File: config.mk
export PLATFORM = sky130hd
export DESIGN_NAME = lsq_ctrl
export DESIGN_NICKNAME = d
export VERILOG_FILES = /design/src/lsq_pkg.sv /design/src/lsq_ctrl.sv
export SDC_FILE = /design/constraint.sdc
export NUM_CORES = 1
export LEC_CHECK = 0
export ABC_CLOCK_PERIOD_IN_PS = 1700
export BUFFER_PORTS_ARGS = -buffer_cell sky130_fd_sc_hd__buf_2
export CORE_AREA = 2 2 39 41
export DETAILED_ROUTE_END_ITERATION = 12
export DIE_AREA = 0 0 41 43
export PLACE_DENSITY = 0.46
export SLEW_MARGIN = 20
export SYNTH_ARGS = -nofsm -noshare
export SYNTH_HDL_FRONTEND = slang
export SYNTH_SLANG_ARGS = --single-unit
File: constraint.sdc
create_clock -name clk -period 1.7 [get_ports clk]
set_clock_uncertainty 0.2 [all_clocks]
set_input_delay 0.34 -clock clk [delete_from_list [all_inputs] [get_ports clk]]
set_output_delay 0.34 -clock clk [all_outputs]
set_load 0.02 [all_outputs]
File: src/lsq_pkg.sv
package lsq_pkg;

  localparam int unsigned LSQ_DEPTH = 1024;
  localparam int unsigned DATA_W    = 32;
  localparam int unsigned ENTRY_W   = 2 * DATA_W;
  localparam int unsigned REQ_W     = 2;
  localparam int unsigned STAT_W    = 2;

  typedef enum logic [REQ_W-1:0] {
    REQ_ENQ  = 2'd0,
    REQ_DEQ  = 2'd1,
    REQ_PEEK = 2'd2,
    REQ_NONE = 2'd3
  } req_t;

  typedef enum logic [STAT_W-1:0] {
    ST_OK    = 2'd0,
    ST_EMPTY = 2'd1,
    ST_FULL  = 2'd2
  } status_t;

  // Controller to datapath
  typedef struct packed {
    logic load;        // capture the accepted beat, rewind the read pointer
    logic scan;        // stream entries through the top-entry compare
    logic shift_init;  // point the read pointer just past the top entry
    logic shift;       // move each later entry down one slot
    logic emit;        // load the result register and commit the count
  } dp_cmd_t;

  // Datapath to controller
  typedef struct packed {
    logic scan_needed;
    logic is_deq;
    logic scan_done;
    logic shift_done;
    logic out_free;
  } dp_sts_t;

endpackage

File: src/lsq_ctrl.sv
module lsq_ctrl
  import lsq_pkg::*;
(
  input  logic    clk,
  input  logic    rst_n,
  input  logic    in_tvalid,
  output logic    in_tready,
  input  dp_sts_t sts,
  output dp_cmd_t cmd
);

  typedef enum logic [4:0] {
    S_IDLE  = 5'b00001,
    S_DISP  = 5'b00010,
    S_SCAN  = 5'b00100,
    S_SHIFT = 5'b01000,
    S_EMIT  = 5'b10000
  } state_t;

  state_t state_r, state_nxt;

  always_ff @(posedge clk) begin
    if (!rst_n) begin
      state_r <= S_IDLE;
    end else begin
      state_r <= state_nxt;
    end
  end

  assign in_tready = (state_r == S_IDLE);

  always_comb begin
    state_nxt = state_r;
    cmd       = '0;
    unique case (state_r)
      S_IDLE: begin
        if (in_tvalid) begin
          cmd.load  = 1'b1;
          state_nxt = S_DISP;
        end
      end
      S_DISP: begin
        state_nxt = sts.scan_needed ? S_SCAN : S_EMIT;
      end
      S_SCAN: begin
        cmd.scan = 1'b1;
        if (sts.scan_done) begin
          if (sts.is_deq) begin
            cmd.shift_init = 1'b1;
            state_nxt      = S_SHIFT;
          end else begin
            state_nxt = S_EMIT;
          end
        end
      end
      S_SHIFT: begin
        cmd.shift = 1'b1;
        if (sts.shift_done) begin
          state_nxt = S_EMIT;
        end
      end
      S_EMIT: begin
        // hold until the result register can take the beat
        if (sts.out_free) begin
          cmd.emit  = 1'b1;
          state_nxt = S_IDLE;
        end
      end
      default: begin
        state_nxt = S_IDLE;
      end
    endcase
  end

endmodule

# Word level (Yosys, flattened, before mapping)
# Cells that the tools add are included.
# W data, S select, Z words.
[word_totals]
register_bits = 5
out_inout_bits = 6
[classes]
eq_ne = 9
mux = 15
reduce_logical = 1
[ops]
columns = ["op", "n"]
rows = [
  ["$mux W5", 6],
  ["$pmux W5 S5", 1],
  ["$ne A2 B2 Y1 const B", 4],
  ["$mux W1", 7],
  ["$eq A5 B1 Y1 const B", 1],
  ["$eq A5 B2 Y1 const B", 1],
  ["$eq A5 B3 Y1 const B", 1],
  ["$eq A5 B4 Y1 const B", 1],
  ["$eq A5 B5 Y1 const B", 1],
  ["$reduce_and A4 Y1", 1],
  ["$mux W2", 1],
]

# Logic depth before layout (Yosys ltp)
[logic_depth]
depth_word = 3
depth_mapped = 4
mapped_depth_nobuf = 4

# Worst setup path after synthesis
# Ideal clock, no wire load.
[synth_timing]
kind = "register to output"
start = "register state_r[4]"
end = "output port cmd[4] (netlist bit)"
arrival_ns = 1.334
required_ns = 1.160
path_slack_ns = -0.174
path_stages_with_launch = 4
path_buffers = 0
path_cell_list = "dfxtp_1 > nor3_1 > and3b_1 > and2_1"
[synth_lines]
columns = ["element", "line", "rtl"]
rows = [
  ["start: declaration", "lsq_ctrl.sv:20", "state_t state_r, state_nxt;"],
  ["start signal: assignment", "lsq_ctrl.sv:26", "state_r <= state_nxt;"],
  ["end: declaration", "lsq_ctrl.sv:9", "output dp_cmd_t cmd"],
]

==> run summary <==
Clock tree root driver cell = sky130_fd_sc_hd__clkbuf_4
Number of vias in the routed layout = 425
Most common cell after layout, fill and taps aside = sky130_fd_sc_hd__buf_4
Commonest cells after routing, fill and taps aside = sky130_fd_sc_hd__buf_4, sky130_fd_sc_hd__buf_6, sky130_fd_sc_hd__buf_2, sky130_fd_sc_hd__nor2_1
Remaining number of nets flagged by the antenna check after routing = 0
Status = complete, but fails checks
Violations in the final reports = negative setup slack
Leakage component of the power = 0.297 nW
Clock-pin transition on the worst setup and hold timing paths = 0.05 ns
Proportion of netlist area held by the largest area contributor = 0.324
Max-Cap Viols = 0
TritonCTS clock tree = yes
Synth Area per Inst = 7.92 sq um
RSZ-0062 raised after global routing = true
Largest register by flop count = state_r
Post-synthesis instance area = 309 sq um
Switching share of power = 0.337
Synthesized netlist cell count = 39
Maximum number of pins on one net before global-route repair = 8
Time the final worst path needs with I/O delays and setup = 1.82 ns
Worst Tran Pin Value = 0.229 ns
Total power draw = 553 uW
Via count of the first global-routing pass = 407
Element type at the critical path end = output pin
TNS Setup = -0.499 ns
Placeable core area = 0.00138 sq mm
Total Die Area = 0.00176 sq mm
Setup slack of the critical path after layout = -0.117 ns
Final hold violation count = 0
Registers with the highest flip-flop counts = state_r x5
Yosys top cell by area = sky130_fd_sc_hd__dfxtp_1
Overall routed net length = 1.15 mm
Maximum clock path buffer count = 2
Mean routed wirelength per cell = 13.4 um
Startpoint of the most critical register-to-register path = state_r[1]
Internal cell power = 367 uW
Power share of the clock group = 0.265
Final std cells w/o fill = 86
Timing startpoint of the critical path = state_r[0]
Vertical die dimension = 43 um
Synthesis Warnings = 0
Data required time of the critical path = 1.16 ns
Fmax = 550 MHz
Filler Cell Count = 132
Pwr per Cell Area = 845 mW/mm^2
Part of the Yosys area used for sequential elements = 0.324
Global-route congestion overflow total = 0
Placed wire-length estimate after detailed placement = 770 um
Seq pwr share = 0.281
Worst relative slew slack = 0.847
Count of state elements after synthesis = 5
Register-to-Register Path Depth = 4
Net count after synthesis = 47
Final setup violation count = 8
Final slew viol count = 0
Comb pwr share = 0.454
TritonCTS Buffers = 3
Placed Instances = 74
Routability cong. = 0.759
Starting density of the core = 0.223
# DRC = 0
Number of buffer cells added on primary ports = 13
Cell types with the largest area share after synthesis = sky130_fd_sc_hd__dfxtp_1, sky130_fd_sc_hd__nor2_1, sky130_fd_sc_hd__or4b_1
First drt pass iteration count = 4
Global-route wire length before repair = 1.79 mm
Worst-Skew Late Latency = 0.26 ns
Switching power total = 186 uW
Vias per cell = 4.94
Setup slack at placement = -0.0682 ns
Maximum vdd drop = 0.000428 V
Category of the critical setup timing path = flip-flop to output pin
Number of distinct library cells after synthesis = 20
X dimension of the die = 41 um
Path type of the worst min-delay path = input pin to flip-flop
Area added between synthesis and finish = 112%
Share of layout cells above drive strength 1 = 0.700
Number of flip-flops under the largest register name = 5
Worst setup slack for register-to-register paths = -0.06 ns
Row count = 14
Critical Path Fanout Max = 3
Total routing resource utilization after global routing = 0.161
Worst reg2reg endpoint = state_r[4]
Post-CTS Hold Buffers = 0
Iteration-0 DRC Markers = 9
Total clock sinks = 5
I/O pin cnt = 14
Antenna violations before repair = 0
Level count of the clock H-tree = 1
Critical Path Source Type = flip-flop
Total number of nets in the final design = 79
Worst path arrival time = 1.28 ns
Antenna Cells = 0
Worst setup path endpoint = cmd[0]
Post-route clock period utilization = 1.07
-- metal layers --
| metal | wire [um] | global-route usage | vias to the layer above |
|---|---|---|---|
| li1 | - | - | 211 |
| met1 | 435 | 0.171 | 203 |
| met2 | 641 | 0.250 | 7 |
| met4 | 37 | 0.100 | 0 |
| met3 | 39 | 0.0628 | 4 |
| met5 | 0 | 0 | - |
-- synth_stat cells --
master,number
sky130_fd_sc_hd__o2111ai_1,1
sky130_fd_sc_hd__and2_1,1
sky130_fd_sc_hd__a21oi_1,1
sky130_fd_sc_hd__nand3_1,3
sky130_fd_sc_hd__dfxtp_1,5
sky130_fd_sc_hd__nor2_1,7
sky130_fd_sc_hd__o21a_1,1
sky130_fd_sc_hd__nand3b_1,2
sky130_fd_sc_hd__a211oi_2,1
sky130_fd_sc_hd__or4b_1,2
sky130_fd_sc_hd__nand4b_1,1
sky130_fd_sc_hd__o2111a_1,1
sky130_fd_sc_hd__a31oi_1,1
sky130_fd_sc_hd__and3b_1,1
sky130_fd_sc_hd__nor3_1,2
sky130_fd_sc_hd__and4b_1,1
sky130_fd_sc_hd__inv_1,3
sky130_fd_sc_hd__o41ai_1,1
sky130_fd_sc_hd__or3_1,1
sky130_fd_sc_hd__nand2_1,3
-- worst max-delay path, stage by stage, from the launching register on --
cell and delay, ns:
sky130_fd_sc_hd__dfxtp_4 0.36, sky130_fd_sc_hd__nor3_4 0.21, sky130_fd_sc_hd__buf_4 0.14, sky130_fd_sc_hd__and4b_1 0.18
sky130_fd_sc_hd__buf_4 0.14
-- cell families (layout without fill, tap and decap cells) --
family	after synthesis	after routing	share of synthesized area
buffers and inverters	3	34	0.0364
DFF	5	5	0.324
and+or+nand+nor	24	24	0.445
AOI/OAI and AO/OA	7	7	0.194
-- layout make-up --
type	count	area, sq um	area share
multi-input combinational	31	270	0.413
timing repair buffer	27	215	0.329
sequential	5	111	0.170
inverter	3	11.3	0.0172
clock buffer	4	26.3	0.0402
tap	16	20.0	0.0306
-- power by group through the flow --
stage | combinational [mW] | clock [mW] | sequential, mW
final | 0.251 | 0.147 | 0.155
after global routing | 0.269 | 0.161 | 0.157
after CTS | 0.216 | 0.152 | 0.150
after detailed placement | 0.165 | 0 | 0.144
after global placement | 0.167 | 0 | 0.145
after floorplan | 0.0930 | 0 | 0.149
-- through the flow --
| stage | area (sq um) | utilization | hold WS (ns) |
|---|---|---|---|
| after floorplan | 340 | - | 0.246 |
| final | 654 | 0.473 | 0.148 |
| after detailed placement | 470 | 0.340 | 0.388 |
| after global routing | 654 | 0.473 | 0.152 |
| after global placement | 470 | 0.340 | 0.404 |
| after CTS | 607 | 0.439 | 0.138 |
-- how the worst min path moves through the flow --
stage,start,depth (start not counted),to
after floorplan,rst_n,2,state_r[1]
after detailed placement,rst_n,3,state_r[1]
after CTS,rst_n,3,state_r[1]
after global routing,rst_n,3,state_r[1]
after global placement,rst_n,3,state_r[1]
final,rst_n,3,state_r[1]
-- timing repair --
| action | in CTS | in global routing |
|---|---|---|
| gates resized for setup | 21 | 9 |
| pin swaps | 7 | 2 |
| endpoints found under the setup margin | 9 | 9 |
| buffers inserted | 5 | 3 |
Note: power is estimated with default switching activity, not from simulation.
